<file path="config.mk">
export PLATFORM = sky130hd
export DESIGN_NAME = running_mean_variance
export DESIGN_NICKNAME = d
export VERILOG_FILES = /design/src/sv/rmv_pkg.sv /design/src/sv/running_mean_variance.sv /design/src/sv/rmv_div.sv /design/src/sv/rmv_mul.sv
export SDC_FILE = /design/constraint.sdc
export NUM_CORES = 2
export LEC_CHECK = 0
export BUFFER_PORTS_ARGS = -buffer_cell sky130_fd_sc_hd__buf_2
export CORE_MARGIN = 1
export CORE_UTILIZATION = 55
export CTS_BUF_LIST = sky130_fd_sc_hd__clkbuf_16
export DETAILED_ROUTE_END_ITERATION = 10
export HOLD_SLACK_MARGIN = 0.05
export PLACE_DENSITY_LB_ADDON = 0.15
export SLEW_MARGIN = 20
export SYNTH_ARGS = -nofsm -noshare
export SYNTH_HDL_FRONTEND = slang
export SYNTH_SLANG_ARGS = --single-unit
</file>
<file path="constraint.sdc">
create_clock -name clk -period 10.41 [get_ports clk]
set_clock_uncertainty 0.2 [all_clocks]
set_input_delay 1.041 -clock clk [delete_from_list [all_inputs] [get_ports clk]]
set_output_delay 1.041 -clock clk [all_outputs]
set_load 0.02 [all_outputs]
</file>
<file path="src/sv/rmv_pkg.sv">
`timescale 1ns / 1ps
// ----------------------------------------------------------------------------
// rmv_pkg: shared types and constants for running_mean_variance
// Fixed-point widths, transfer structs and the request/response structs of
// the shared divider and the partial-product multiplier.
// ----------------------------------------------------------------------------
package rmv_pkg;

	localparam int SAMPLE_BITS = 24;
	localparam int FRAC_BITS   = 16;
	localparam int COUNT_BITS  = 32;
	localparam int VAR_BITS    = 64;

	localparam int MEAN_BITS = SAMPLE_BITS + FRAC_BITS;
	localparam int DIFF_BITS = MEAN_BITS + 1;
	localparam int LO_BITS   = (DIFF_BITS + 1) / 2;
	localparam int PROD_BITS = 2 * DIFF_BITS;
	localparam int WIDE_BITS = (PROD_BITS > VAR_BITS + FRAC_BITS) ? PROD_BITS
		: VAR_BITS + FRAC_BITS + 1;
	localparam int STEP_BITS = $clog2(VAR_BITS + 1);

	typedef logic signed [SAMPLE_BITS-1:0] sample_t;
	typedef logic signed [MEAN_BITS-1:0]   mean_t;
	typedef logic signed [DIFF_BITS-1:0]   diff_t;
	typedef logic [DIFF_BITS-1:0]          mag_t;
	typedef logic [COUNT_BITS-1:0]         count_t;
	typedef logic [VAR_BITS-1:0]           var_t;
	typedef logic [LO_BITS-1:0]            half_t;
	typedef logic [PROD_BITS-1:0]          prod_t;
	typedef logic [WIDE_BITS-1:0]          wide_t;
	typedef logic [STEP_BITS-1:0]          step_t;

	localparam count_t COUNT_MAX      = '1;
	localparam step_t  DIV_MEAN_STEPS = step_t'(DIFF_BITS);
	localparam step_t  DIV_VAR_STEPS  = step_t'(VAR_BITS);

	// multiplier sequence: four partial products, then a flush step
	localparam logic [2:0] MUL_LAST_IDX = 3'd4;

	typedef struct packed {
		sample_t sample;
		logic    restart;
	} item_t;

	typedef struct packed {
		count_t  total;
		sample_t minimum;
		sample_t maximum;
		mean_t   mean_value;
		var_t    variance_value;
		logic    variance_valid;
	} stat_t;

	typedef struct packed {
		logic   start;
		step_t  steps;
		var_t   dividend;
		count_t divisor;
	} div_req_t;

	typedef struct packed {
		logic busy;
		logic done;
		var_t quotient;
	} div_rsp_t;

	typedef struct packed {
		logic start;
		mag_t a;
		mag_t b;
	} mul_req_t;

	typedef struct packed {
		logic  busy;
		logic  done;
		prod_t product;
	} mul_rsp_t;

	function automatic mag_t mag_of(diff_t d);
		mag_t m;
		m = d[DIFF_BITS-1] ? mag_t'(-d) : mag_t'(d);
		return m;
	endfunction

endpackage

</file>
<file path="src/sv/running_mean_variance.sv">
`timescale 1ns / 1ps
// ----------------------------------------------------------------------------
// running_mean_variance: running count, min, max, mean and sample variance
// Welford update in fixed point, sequenced over a shared serial divider and
// a partial-product multiplier.
// ----------------------------------------------------------------------------
// channel  dir  handshake               payload
// item     in   item_valid/item_stall   item_data (sample, restart)
// stat     out  stat_valid/stat_stall   stat_data (total .. variance_valid)
//
// First sample of a run: the result is loaded straight from the done state,
// once the output is free. Other samples: the mean step on the divider, the
// second difference, the multiplier, then the variance step on the divider.
// item_stall is high from transfer until the result is loaded.
// A result held by stat_stall keeps the next result in the sequencer.
// Reset clears the count, so the next sample starts a new run.
// ----------------------------------------------------------------------------
module running_mean_variance import rmv_pkg::*; (
	input  logic  clk,
	input  logic  arst_n,
	input  logic  item_valid,
	output logic  item_stall,
	input  item_t item_data,
	output logic  stat_valid,
	input  logic  stat_stall,
	output stat_t stat_data
);

	typedef enum logic [6:0] {
		ST_IDLE = 7'b0000001,
		ST_DIVM = 7'b0000010,
		ST_DIFF = 7'b0000100,
		ST_MUL  = 7'b0001000,
		ST_VGO  = 7'b0010000,
		ST_DIVV = 7'b0100000,
		ST_DONE = 7'b1000000
	} seq_state_t;

	seq_state_t state_q;
	count_t     count_q;
	sample_t    low_q;
	sample_t    high_q;
	mean_t      mean_q;
	var_t       m2_q;
	sample_t    x_q;
	diff_t      d1_q;
	var_t       var_q;
	logic       vvalid_q;
	stat_t      stat_q;
	logic       stat_valid_q;

	div_req_t div_req;
	div_rsp_t div_rsp;
	mul_req_t mul_req;
	mul_rsp_t mul_rsp;

	logic               accept;
	logic               first_in;
	count_t             n_in;
	mean_t              xs_in;
	diff_t              d1_in;
	mean_t              xs_q;
	diff_t              d2;
	mean_t              quo_m;
	wide_t              wide;
	logic               term_sat;
	var_t               term;
	logic [VAR_BITS:0]  m2_sum;
	var_t               m2_next;
	logic               load_out;

	assign item_stall = (state_q != ST_IDLE);
	assign accept     = item_valid && !item_stall;
	assign first_in   = item_data.restart || (count_q == '0);
	assign n_in       = (count_q == COUNT_MAX) ? count_q : count_q + 1'b1;

	assign xs_in = {item_data.sample, {FRAC_BITS{1'b0}}};
	assign d1_in = {xs_in[MEAN_BITS-1], xs_in} - {mean_q[MEAN_BITS-1], mean_q};
	assign xs_q  = {x_q, {FRAC_BITS{1'b0}}};
	assign d2    = {xs_q[MEAN_BITS-1], xs_q} - {mean_q[MEAN_BITS-1], mean_q};
	assign quo_m = mean_t'(div_rsp.quotient[MEAN_BITS-1:0]);

	assign wide     = wide_t'(mul_rsp.product);
	assign term_sat = |wide[WIDE_BITS-1:VAR_BITS+FRAC_BITS];
	assign term     = term_sat ? '1 : wide[VAR_BITS+FRAC_BITS-1:FRAC_BITS];
	assign m2_sum   = {1'b0, m2_q} + {1'b0, term};
	assign m2_next  = m2_sum[VAR_BITS] ? '1 : m2_sum[VAR_BITS-1:0];

	assign load_out = (state_q == ST_DONE) && (!stat_valid_q || !stat_stall);

	always_comb begin
		div_req = '0;
		if (accept && !first_in) begin
			div_req.start    = 1'b1;
			div_req.steps    = DIV_MEAN_STEPS;
			div_req.dividend = var_t'(mag_of(d1_in)) << (VAR_BITS - DIFF_BITS);
			div_req.divisor  = n_in;
		end else if (state_q == ST_VGO) begin
			div_req.start    = 1'b1;
			div_req.steps    = DIV_VAR_STEPS;
			div_req.dividend = m2_q;
			div_req.divisor  = count_q - 1'b1;
		end
	end

	always_comb begin
		mul_req.start = (state_q == ST_DIFF);
		mul_req.a     = mag_of(d1_q);
		mul_req.b     = mag_of(d2);
	end

	rmv_div u_div (
		.clk    (clk),
		.arst_n (arst_n),
		.req    (div_req),
		.rsp    (div_rsp)
	);

	rmv_mul u_mul (
		.clk    (clk),
		.arst_n (arst_n),
		.req    (mul_req),
		.rsp    (mul_rsp)
	);

	always_ff @(posedge clk or negedge arst_n) begin
		if (!arst_n) begin
			state_q      <= ST_IDLE;
			count_q      <= '0;
			stat_valid_q <= 1'b0;
		end else begin
			if (load_out) begin
				stat_valid_q <= 1'b1;
			end else if (!stat_stall) begin
				stat_valid_q <= 1'b0;
			end
			case (state_q)
				ST_IDLE: begin
					if (accept) begin
						count_q <= first_in ? count_t'(1) : n_in;
						state_q <= first_in ? ST_DONE : ST_DIVM;
					end
				end
				ST_DIVM: begin
					if (div_rsp.done) begin
						state_q <= ST_DIFF;
					end
				end
				ST_DIFF: state_q <= ST_MUL;
				ST_MUL: begin
					if (mul_rsp.done) begin
						state_q <= ST_VGO;
					end
				end
				ST_VGO: state_q <= ST_DIVV;
				ST_DIVV: begin
					if (div_rsp.done) begin
						state_q <= ST_DONE;
					end
				end
				ST_DONE: begin
					if (load_out) begin
						state_q <= ST_IDLE;
					end
				end
				default: state_q <= ST_IDLE;
			endcase
		end
	end

	always_ff @(posedge clk) begin
		if (accept) begin
			x_q  <= item_data.sample;
			d1_q <= d1_in;
			if (first_in) begin
				low_q    <= item_data.sample;
				high_q   <= item_data.sample;
				mean_q   <= xs_in;
				m2_q     <= '0;
				var_q    <= '0;
				vvalid_q <= 1'b0;
			end else begin
				if (item_data.sample < low_q) begin
					low_q <= item_data.sample;
				end
				if (item_data.sample > high_q) begin
					high_q <= item_data.sample;
				end
			end
		end
		if (state_q == ST_DIVM && div_rsp.done) begin
			mean_q <= d1_q[DIFF_BITS-1] ? mean_q - quo_m : mean_q + quo_m;
		end
		if (state_q == ST_MUL && mul_rsp.done) begin
			m2_q <= m2_next;
		end
		if (state_q == ST_DIVV && div_rsp.done) begin
			var_q    <= div_rsp.quotient;
			vvalid_q <= 1'b1;
		end
		if (load_out) begin
			stat_q.total          <= count_q;
			stat_q.minimum        <= low_q;
			stat_q.maximum        <= high_q;
			stat_q.mean_value     <= mean_q;
			stat_q.variance_value <= var_q;
			stat_q.variance_valid <= vvalid_q;
		end
	end

	assign stat_valid = stat_valid_q;
	assign stat_data  = stat_q;

	a_total_nonzero: assert property (@(posedge clk) disable iff (!arst_n)
		stat_valid |-> stat_data.total != '0)
		else $error("result with zero count");

	a_valid_needs_two: assert property (@(posedge clk) disable iff (!arst_n)
		stat_valid && stat_data.variance_valid |-> stat_data.total >= count_t'(2))
		else $error("variance flagged valid with fewer than two samples");

	a_min_le_max: assert property (@(posedge clk) disable iff (!arst_n)
		stat_valid |-> stat_data.minimum <= stat_data.maximum)
		else $error("minimum above maximum");

	a_units_idle: assert property (@(posedge clk) disable iff (!arst_n)
		state_q == ST_IDLE |-> !div_rsp.busy && !mul_rsp.busy)
		else $error("arithmetic unit busy while sequencer idle");

endmodule

</file>
<file path="src/sv/rmv_div.sv">
`timescale 1ns / 1ps
// ----------------------------------------------------------------------------
// rmv_div: shared restoring divider
// One quotient bit per cycle; the caller picks the step count and
// left-aligns the dividend so the quotient lands in the low bits.
// ----------------------------------------------------------------------------
module rmv_div import rmv_pkg::*; (
	input  logic     clk,
	input  logic     arst_n,
	input  div_req_t req,
	output div_rsp_t rsp
);

	count_t                div_q;
	count_t                rem_q;
	var_t                  quo_q;
	step_t                 cnt_q;
	logic                  busy_q;
	logic                  done_q;
	logic [COUNT_BITS:0]   trial;
	logic [COUNT_BITS+1:0] diff;
	logic                  fits;

	assign trial = {rem_q, quo_q[VAR_BITS-1]};
	assign diff  = {1'b0, trial} - {2'b00, div_q};
	assign fits  = !diff[COUNT_BITS+1];

	always_ff @(posedge clk or negedge arst_n) begin
		if (!arst_n) begin
			busy_q <= 1'b0;
			done_q <= 1'b0;
			cnt_q  <= '0;
		end else begin
			done_q <= 1'b0;
			if (req.start) begin
				busy_q <= 1'b1;
				cnt_q  <= req.steps;
			end else if (busy_q) begin
				cnt_q <= cnt_q - 1'b1;
				if (cnt_q == step_t'(1)) begin
					busy_q <= 1'b0;
					done_q <= 1'b1;
				end
			end
		end
	end

	always_ff @(posedge clk) begin
		if (req.start) begin
			div_q <= req.divisor;
			rem_q <= '0;
			quo_q <= req.dividend;
		end else if (busy_q) begin
			rem_q <= fits ? diff[COUNT_BITS-1:0] : trial[COUNT_BITS-1:0];
			quo_q <= {quo_q[VAR_BITS-2:0], fits};
		end
	end

	assign rsp.busy     = busy_q;
	assign rsp.done     = done_q;
	assign rsp.quotient = quo_q;

endmodule

</file>
<file path="src/sv/rmv_mul.sv">
`timescale 1ns / 1ps
// ----------------------------------------------------------------------------
// rmv_mul: partial-product multiplier
// Splits both magnitudes in halves, one half-width product per cycle into a
// product register, accumulated with its weight on the next cycle.
// ----------------------------------------------------------------------------
module rmv_mul import rmv_pkg::*; (
	input  logic     clk,
	input  logic     arst_n,
	input  mul_req_t req,
	output mul_rsp_t rsp
);

	mag_t                   a_q;
	mag_t                   b_q;
	logic [2:0]             idx_q;
	logic                   busy_q;
	logic                   done_q;
	logic                   part_vld_s1;
	logic [2*LO_BITS-1:0]   part_s1;
	logic [1:0]             pair_s1;
	prod_t                  acc_q;
	half_t                  op_a;
	half_t                  op_b;
	prod_t                  part_ext;
	prod_t                  weighted;

	assign op_a = idx_q[1] ? half_t'(a_q[DIFF_BITS-1:LO_BITS]) : a_q[LO_BITS-1:0];
	assign op_b = idx_q[0] ? half_t'(b_q[DIFF_BITS-1:LO_BITS]) : b_q[LO_BITS-1:0];
	assign part_ext = prod_t'(part_s1);

	always_comb begin
		case (pair_s1)
			2'd0:       weighted = part_ext;
			2'd1, 2'd2: weighted = part_ext << LO_BITS;
			2'd3:       weighted = part_ext << (2 * LO_BITS);
			default:    weighted = part_ext;
		endcase
	end

	always_ff @(posedge clk or negedge arst_n) begin
		if (!arst_n) begin
			busy_q      <= 1'b0;
			done_q      <= 1'b0;
			idx_q       <= '0;
			part_vld_s1 <= 1'b0;
		end else begin
			done_q <= 1'b0;
			if (req.start) begin
				busy_q      <= 1'b1;
				idx_q       <= '0;
				part_vld_s1 <= 1'b0;
			end else if (busy_q) begin
				idx_q       <= idx_q + 1'b1;
				part_vld_s1 <= (idx_q != MUL_LAST_IDX);
				if (idx_q == MUL_LAST_IDX) begin
					busy_q <= 1'b0;
					done_q <= 1'b1;
				end
			end
		end
	end

	always_ff @(posedge clk) begin
		if (req.start) begin
			a_q   <= req.a;
			b_q   <= req.b;
			acc_q <= '0;
		end else if (busy_q) begin
			part_s1 <= op_a * op_b;
			pair_s1 <= idx_q[1:0];
			if (part_vld_s1) begin
				acc_q <= acc_q + weighted;
			end
		end
	end

	assign rsp.busy    = busy_q;
	assign rsp.done    = done_q;
	assign rsp.product = acc_q;

endmodule
</file>
# ---- Yosys cells after proc, flatten, opt, wreduce, memory -nomap -nowiden
# Cells that the tools add are included.
dict set report word_totals {
  mem_bits_ro 0
  ramBits 0
  latchBits 0
  input_bits 29
  n_memories 0
  output_inout_bits 187
  word_cells 164
  ff_bits 858
}
dict set report classes {
  multipliers 1
  bitwise 1
  eq_ne 21
  mux 54
  n_reduce_logical 37
  n_div 0
  addsub 14
  shifts 0
  n_lt_le_gt_ge 2
}
# cell count
set ops {}
lappend ops {{64-bit 2-to-1 mux} 8}
lappend ops {{82-bit case mux with 3 select lines} 1}
lappend ops {{40-bit 2-to-1 mux} 6}
lappend ops {{104-bit 2-to-1 mux} 2}
lappend ops {{41-bit negator} 3}
lappend ops {{24-bit 2-to-1 mux} 4}
lappend ops {{32-bit 2-to-1 mux} 3}
lappend ops {{82-bit adder} 1}
lappend ops {{40-bit by 40-bit subtractor with 41-bit output} 2}
lappend ops {{64-bit by 64-bit adder with 65-bit output} 1}
lappend ops {{7-bit 2-to-1 mux} 8}
lappend ops {{7-bit case mux with 7 select lines} 1}
lappend ops {{21-bit by 21-bit multiplier with 42-bit output} 1}
lappend ops {{21-bit 2-to-1 mux} 2}
lappend ops {{41-bit 2-to-1 mux} 1}
lappend ops {{40-bit adder} 1}
lappend ops {{40-bit subtractor} 1}
lappend ops {{33-bit by 32-bit subtractor with 34-bit output} 1}
lappend ops {{32-bit by 1-bit adder with 32-bit output (second input constant)} 1}
lappend ops {{32-bit == test (second input constant)} 1}
lappend ops {{32-bit logical NOT} 1}
lappend ops {{32-bit by 1-bit subtractor with 32-bit output (second input constant)} 1}
lappend ops {{24-bit greater-than comparator} 1}
lappend ops {{24-bit less-than comparator} 1}
lappend ops {{27 further kinds} 77}

# ---- Depth between registers and ports, before layout
dict set report depth {
  word_depth 6
  depth_mapped 32
  ltp_nobuf 29
}

# ---- Hierarchy
# From an unflattened synthesis, not the netlist that was laid out.
dict set report hier_totals {
  cells_unflattened 7097
  area_unflattened_um2 68032.7
}
# module instances seq_area_each_um2 area_per_inst_um2 cells_each
set by_module_without_submodules {}
lappend by_module_without_submodules {running_mean_variance 1 15015.7 32911.6 3354}
lappend by_module_without_submodules {rmv_mul 1 5575.3 27612.7 3074}
lappend by_module_without_submodules {rmv_div 1 3748.6 7508.5 669}

# ---- Worst setup path before layout
# No wires, ideal clock.
dict set report synth_path {
  path_type {register -> register}
  startpoint {reg state_q[3]}
  endpoint {reg stat_q, in the netlist stat_data[0], enable pin}
  setup_ps 791
  t_arrival_ps 10051
  path_stages_with_launch 5
  n_path_buf 0
  t_required_ps 9419
  slack_ps -632
  synth_period_minus_slack_ps 11042
  path_cell_list {dfrtp_1 or3_1 nor3_1 nand3b_1 a21oi_1}
}
dict set report synth_via {
  elab_chain_cells 2
}
# element line
set synth_lines {}
lappend synth_lines {{start, declared} running_mean_variance.sv:39} ;# seq_state_t state_q;
lappend synth_lines {{start signal, assigned} running_mean_variance.sv:141} ;# state_q <= first_in ? ST_DONE : ST_DIVM;
lappend synth_lines {{7-bit == test} running_mean_variance.sv:89} ;# assign load_out = (state_q == ST_DONE) && (!stat_valid_q || !stat_stall);
lappend synth_lines {{1-bit logical AND} running_mean_variance.sv:89}
lappend synth_lines {{via load_out} running_mean_variance.sv:70} ;# logic load_out;
lappend synth_lines {{end, declared} running_mean_variance.sv:49} ;# stat_t stat_q;
# The timed path passes the listed nets, and every way through them passes these cells.
# A chain may end at the register's enable or synchronous reset.

# ---- Worst setup path after layout
dict set report layout_path {
  startpoint {reg u_mul.idx_q[0]}
  endpoint {reg u_mul.part_s1[41] (data pin)}
}
dict set report layout_via {
  elab_chain_cells 2
}
# element line
set layout_lines {}
lappend layout_lines {{start, declared} rmv_mul.sv:16} ;# logic [2:0] idx_q;
lappend layout_lines {{start signal, assigned} rmv_mul.sv:54} ;# idx_q <= idx_q + 1'b1;
lappend layout_lines {{21-bit 2-to-1 mux} rmv_mul.sv:29} ;# assign op_b = idx_q[0] ? half_t'(b_q[DIFF_BITS-1:LO_BITS]) : b_q[LO_BITS-1:0];
lappend layout_lines {{21-bit by 21-bit multiplier with 42-bit output} rmv_mul.sv:70} ;# part_s1 <= op_a * op_b;
lappend layout_lines {{end signal, assigned} rmv_mul.sv:70}
lappend layout_lines {{end, declared} rmv_mul.sv:20} ;# logic [2*LO_BITS-1:0] part_s1;
# Every way passes these cells.

==> impl_results.html <==
<table>
<tr><th>Metric</th><th>Value</th></tr>
<tr><th colspan="2">Setup path</th></tr>
<tr><td>Cell with the most instances on the worst path</td><td>sky130_fd_sc_hd__fa_1</td></tr>
<tr><td>CP Buf/Inv Count</td><td>6</td></tr>
<tr><td>Nature of the critical path startpoint</td><td>flip-flop</td></tr>
<tr><td>Slowest-stage cell, CP</td><td>sky130_fd_sc_hd__mux2i_1</td></tr>
<tr><td>CP Data Arrival Time</td><td>9.74 ns</td></tr>
<tr><td>Cell family contributing the most delay on the critical path</td><td>adder cells</td></tr>
<tr><td>Worst Path Class, Setup</td><td>flip-flop to flip-flop</td></tr>
<tr><td>Crit. End Element</td><td>flip-flop</td></tr>
<tr><td>Delay of the slowest critical-path stage</td><td>0.85 ns</td></tr>
<tr><td>Largest fanout of any net on the critical path</td><td>18</td></tr>
<tr><td>Data required time of the critical path</td><td>10.68 ns</td></tr>
<tr><th colspan="2">Layout</th></tr>
<tr><td>Filler Cells Inserted</td><td>10300</td></tr>
<tr><td>Final net count</td><td>7815</td></tr>
<tr><td>Multi-input gate area</td><td>37900 µm²</td></tr>
<tr><td>Share of cells above drive strength 1</td><td>0.0791</td></tr>
<tr><td>Number of standard cells in the final layout excluding fillers</td><td>8573</td></tr>
<tr><td>Area growth, synth to finish</td><td>8.67%</td></tr>
<tr><td>FF/Latch Area</td><td>24300 µm²</td></tr>
<tr><td>Final instance area</td><td>71500 µm²</td></tr>
<tr><th colspan="2">STA</th></tr>
<tr><td>Hold Vio Cnt, Final</td><td>0</td></tr>
<tr><td>Minimum period implied by the final worst setup slack</td><td>9.47 ns</td></tr>
<tr><td>Setup_tns</td><td>0 ns</td></tr>
<tr><td>Setup violation total in the final timing report</td><td>0</td></tr>
<tr><td>Tightest slew margin relative to the limit</td><td>0.243</td></tr>
<tr><td>Worst Hold Slack</td><td>0.200 ns</td></tr>
<tr><td>Portion of the clock cycle consumed by the worst path in the final layout</td><td>0.909</td></tr>
<tr><td>Actual transition at the worst max-transition pin</td><td>1.12 ns</td></tr>
<tr><td>Count of final max-slew check failures</td><td>0</td></tr>
<tr><td>RSZ-0062 raised after global routing</td><td>no</td></tr>
<tr><td>Max frequency</td><td>106 MHz</td></tr>
<tr><th colspan="2">CTS</th></tr>
<tr><td>Max clock buf depth</td><td>3</td></tr>
<tr><td>Resized Gates After CTS</td><td>0</td></tr>
<tr><td>Sink Count</td><td>858</td></tr>
<tr><td>Maximum level of the CTS H-tree</td><td>3</td></tr>
<tr><td>Later-pin clock latency in the skew report</td><td>0.74 ns</td></tr>
<tr><td>Number of CTS-inserted buffers</td><td>97</td></tr>
<tr><td>CTS tree</td><td>yes</td></tr>
<tr><td>Clock-pin slew of the registers on the worst-case setup and hold paths</td><td>0.07 ns</td></tr>
<tr><td>Buffer type at the clock tree root</td><td>sky130_fd_sc_hd__clkbuf_16</td></tr>
<tr><td>Count of buffers added by post-CTS timing repair for setup</td><td>0</td></tr>
<tr><td># hold bufs at CTS</td><td>0</td></tr>
<tr><th colspan="2">Routing</th></tr>
<tr><td>Residual DRC</td><td>0</td></tr>
<tr><td>Vias post-DR</td><td>52300</td></tr>
<tr><td>Initial DRT Pass Iterations</td><td>7</td></tr>
<tr><td>Number of nets still failing antenna checks after routing</td><td>0</td></tr>
<tr><td>Average detailed-routed wire length per instance</td><td>23.6 µm</td></tr>
<tr><td>Detailed Route WL</td><td>202000 µm</td></tr>
<tr><td>Count of routing violations after the opening detailed-route iteration</td><td>5479</td></tr>
<tr><td>Ratio of routed vias to standard cells</td><td>6.10</td></tr>
<tr><th colspan="2">Logic synthesis</th></tr>
<tr><td>Most used standard cell by instance count after synthesis</td><td>sky130_fd_sc_hd__nand2_1</td></tr>
<tr><td>Most area-hungry cell type in the Yosys netlist</td><td>sky130_fd_sc_hd__edfxtp_1</td></tr>
<tr><td>Leading register cell type out of synthesis</td><td>sky130_fd_sc_hd__edfxtp_1</td></tr>
<tr><td>List of most frequent post-synthesis cells</td><td>sky130_fd_sc_hd__nand2_1 (726), sky130_fd_sc_hd__edfxtp_1 (688), sky130_fd_sc_hd__inv_1 (629)</td></tr>
<tr><td>Distinct cell type count of the synthesized netlist</td><td>97</td></tr>
<tr><td>Sequential cell area fraction in the yosys report</td><td>0.370</td></tr>
<tr><td>Number of synthesized register bits</td><td>858</td></tr>
<tr><td>Per-instance average area after synthesis</td><td>9.57 µm²</td></tr>
<tr><td>Number of standard cells after synthesis</td><td>6874</td></tr>
<tr><td>Area contributors post-synth</td><td>sky130_fd_sc_hd__edfxtp_1 (31%), sky130_fd_sc_hd__fa_1 (11%), sky130_fd_sc_hd__ha_1 (9.0%), sky130_fd_sc_hd__nand2_1 (4.1%), sky130_fd_sc_hd__a21oi_1 (3.9%)</td></tr>
<tr><td>Net count after synthesis</td><td>7740</td></tr>
<tr><td>Yosys top cell area share</td><td>0.314</td></tr>
<tr><td>Share of flip-flops with an asynchronous set or reset after synthesis</td><td>0.0641</td></tr>
<tr><td>Netlist area before placement</td><td>65800 µm²</td></tr>
<tr><td>Post-synth EDFFs</td><td>688</td></tr>
<tr><td>Yosys Warn Count</td><td>0</td></tr>
<tr><th colspan="2">Run status</th></tr>
<tr><td>Status</td><td>completed</td></tr>
<tr><th colspan="2">Place</th></tr>
<tr><td>Placed wire-length estimate after detailed placement</td><td>154000 µm</td></tr>
<tr><td>Placed cell count</td><td>8385</td></tr>
<tr><td>Placement-stage cell area</td><td>68300 µm²</td></tr>
<tr><td>Final RePlAce weighted congestion</td><td>1.02</td></tr>
<tr><td>Count of input and output buffers</td><td>215</td></tr>
<tr><th colspan="2">Floorplan</th></tr>
<tr><td>Die ar.</td><td>121000 µm²</td></tr>
<tr><td>Y dimension of the die</td><td>348 µm</td></tr>
<tr><td>Placeable core region</td><td>118000 µm²</td></tr>
<tr><td>Starting utilization of the core area</td><td>0.556</td></tr>
<tr><td>Number of placement rows</td><td>126</td></tr>
<tr><td>Die Width</td><td>348 µm</td></tr>
<tr><td>I/O pin count</td><td>216</td></tr>
<tr><th colspan="2">GRT</th></tr>
<tr><td>Global-route usage over all layers</td><td>0.333</td></tr>
<tr><td>Total grt overflow</td><td>0</td></tr>
<tr><td>Pin count of the biggest net entering global routing</td><td>142</td></tr>
<tr><td>Global-route wire length before repair</td><td>307000 µm</td></tr>
<tr><td>Number of antenna violations at the first check in global routing</td><td>12</td></tr>
<tr><td>Number of global-route vias before repair</td><td>50500</td></tr>
<tr><th colspan="2">Hold path</th></tr>
<tr><td>Min-Delay Path Class</td><td>flip-flop to flip-flop</td></tr>
<tr><th colspan="2">Run</th></tr>
<tr><td>Number of max-cap violations</td><td>0</td></tr>
</table>
## state kept, by name, summed over array words and instances (netlist names), 2 cells and up
name	count
stat_data	185
u_mul.acc_q	82
m2_q	64
u_div.quo_q	64
var_q	64
u_mul.part_s1	42
d1_q	41
u_mul.a_q	41
u_mul.b_q	41
mean_q	40
count_q	32
u_div.div_q	32
u_div.rem_q	32
high_q	24
low_q	24
x_q	24
state_q	7
u_div.cnt_q	7
u_mul.idx_q	3
u_mul.pair_s1	2
## path summary, 6_finish.rpt
kind / start / end / slack, ns / depth (start not counted)
hold / removal: var_q[60] / stat_data[61] / 0.20 / 0
max in group asynchronous: arst_n / u_mul.idx_q[1] / 9.10 / 2
min in group asynchronous: arst_n / count_q[13] / 0.32 / 2
hold reg to reg: var_q[60] / stat_data[61] / 0.20 / 0
setup reg to reg: u_mul.idx_q[0] / u_mul.part_s1[41] / 0.94 / 27
setup / recovery: u_mul.idx_q[0] / u_mul.part_s1[41] / 0.94 / 27
## cell families after synthesis
group	Yosys count	share of synthesized area
buf+inv	955	0.0552
compound gates	1626	0.152
simple gates	2042	0.145
flops	858	0.370
mux	105	0.0167
fa+ha+maj	837	0.201
xor+xnor	451	0.0601
## area by class of cell
class	count	share of cell area
timing repair buffer	301	0.0244
clock inverter	82	0.00989
clock buffer	98	0.0343
sequential	858	0.341
multi-input combinational	5061	0.531
antenna	7	0.000245
inverter	630	0.0331
tap	1536	0.0269
## placed cells by master (no fill, tap or decap), drive strengths merged, types with 86 or more instances in the layout
cell type,Yosys,layout
xor2,157,157
fa,362,362
nor2,566,566
edfxtp,688,688
ha,475,475
inv,629,657
xnor2,294,294
clkbuf,290,98
a21oi,519,519
nor3,86,86
nand2,726,726
or3,114,114
and2,124,124
buf,35,301
o21ai,443,443
dfxtp,115,115
a21o,160,160
## stage by stage
step	setup slack, ns	util
3_3_place_gp	1.17	0.577
5_1_grt	0.653	0.604
6_report	0.944	0.605
4_1_cts	1.06	0.604
2_1_floorplan	1.29	-
3_5_place_dp	1.05	0.577
## per-layer routing
layer	track usage	wire length, µm	up-vias
met3	0.0630	17100	397
met4	0.125	8080	6
li1	-	-	24200
met2	0.515	90700	2132
met1	0.464	86400	25600
met5	0	37	-
Power is left out: the tool's default activity adds up to more than one toggle a clock period on the data nets, which glitch-free logic cannot reach.
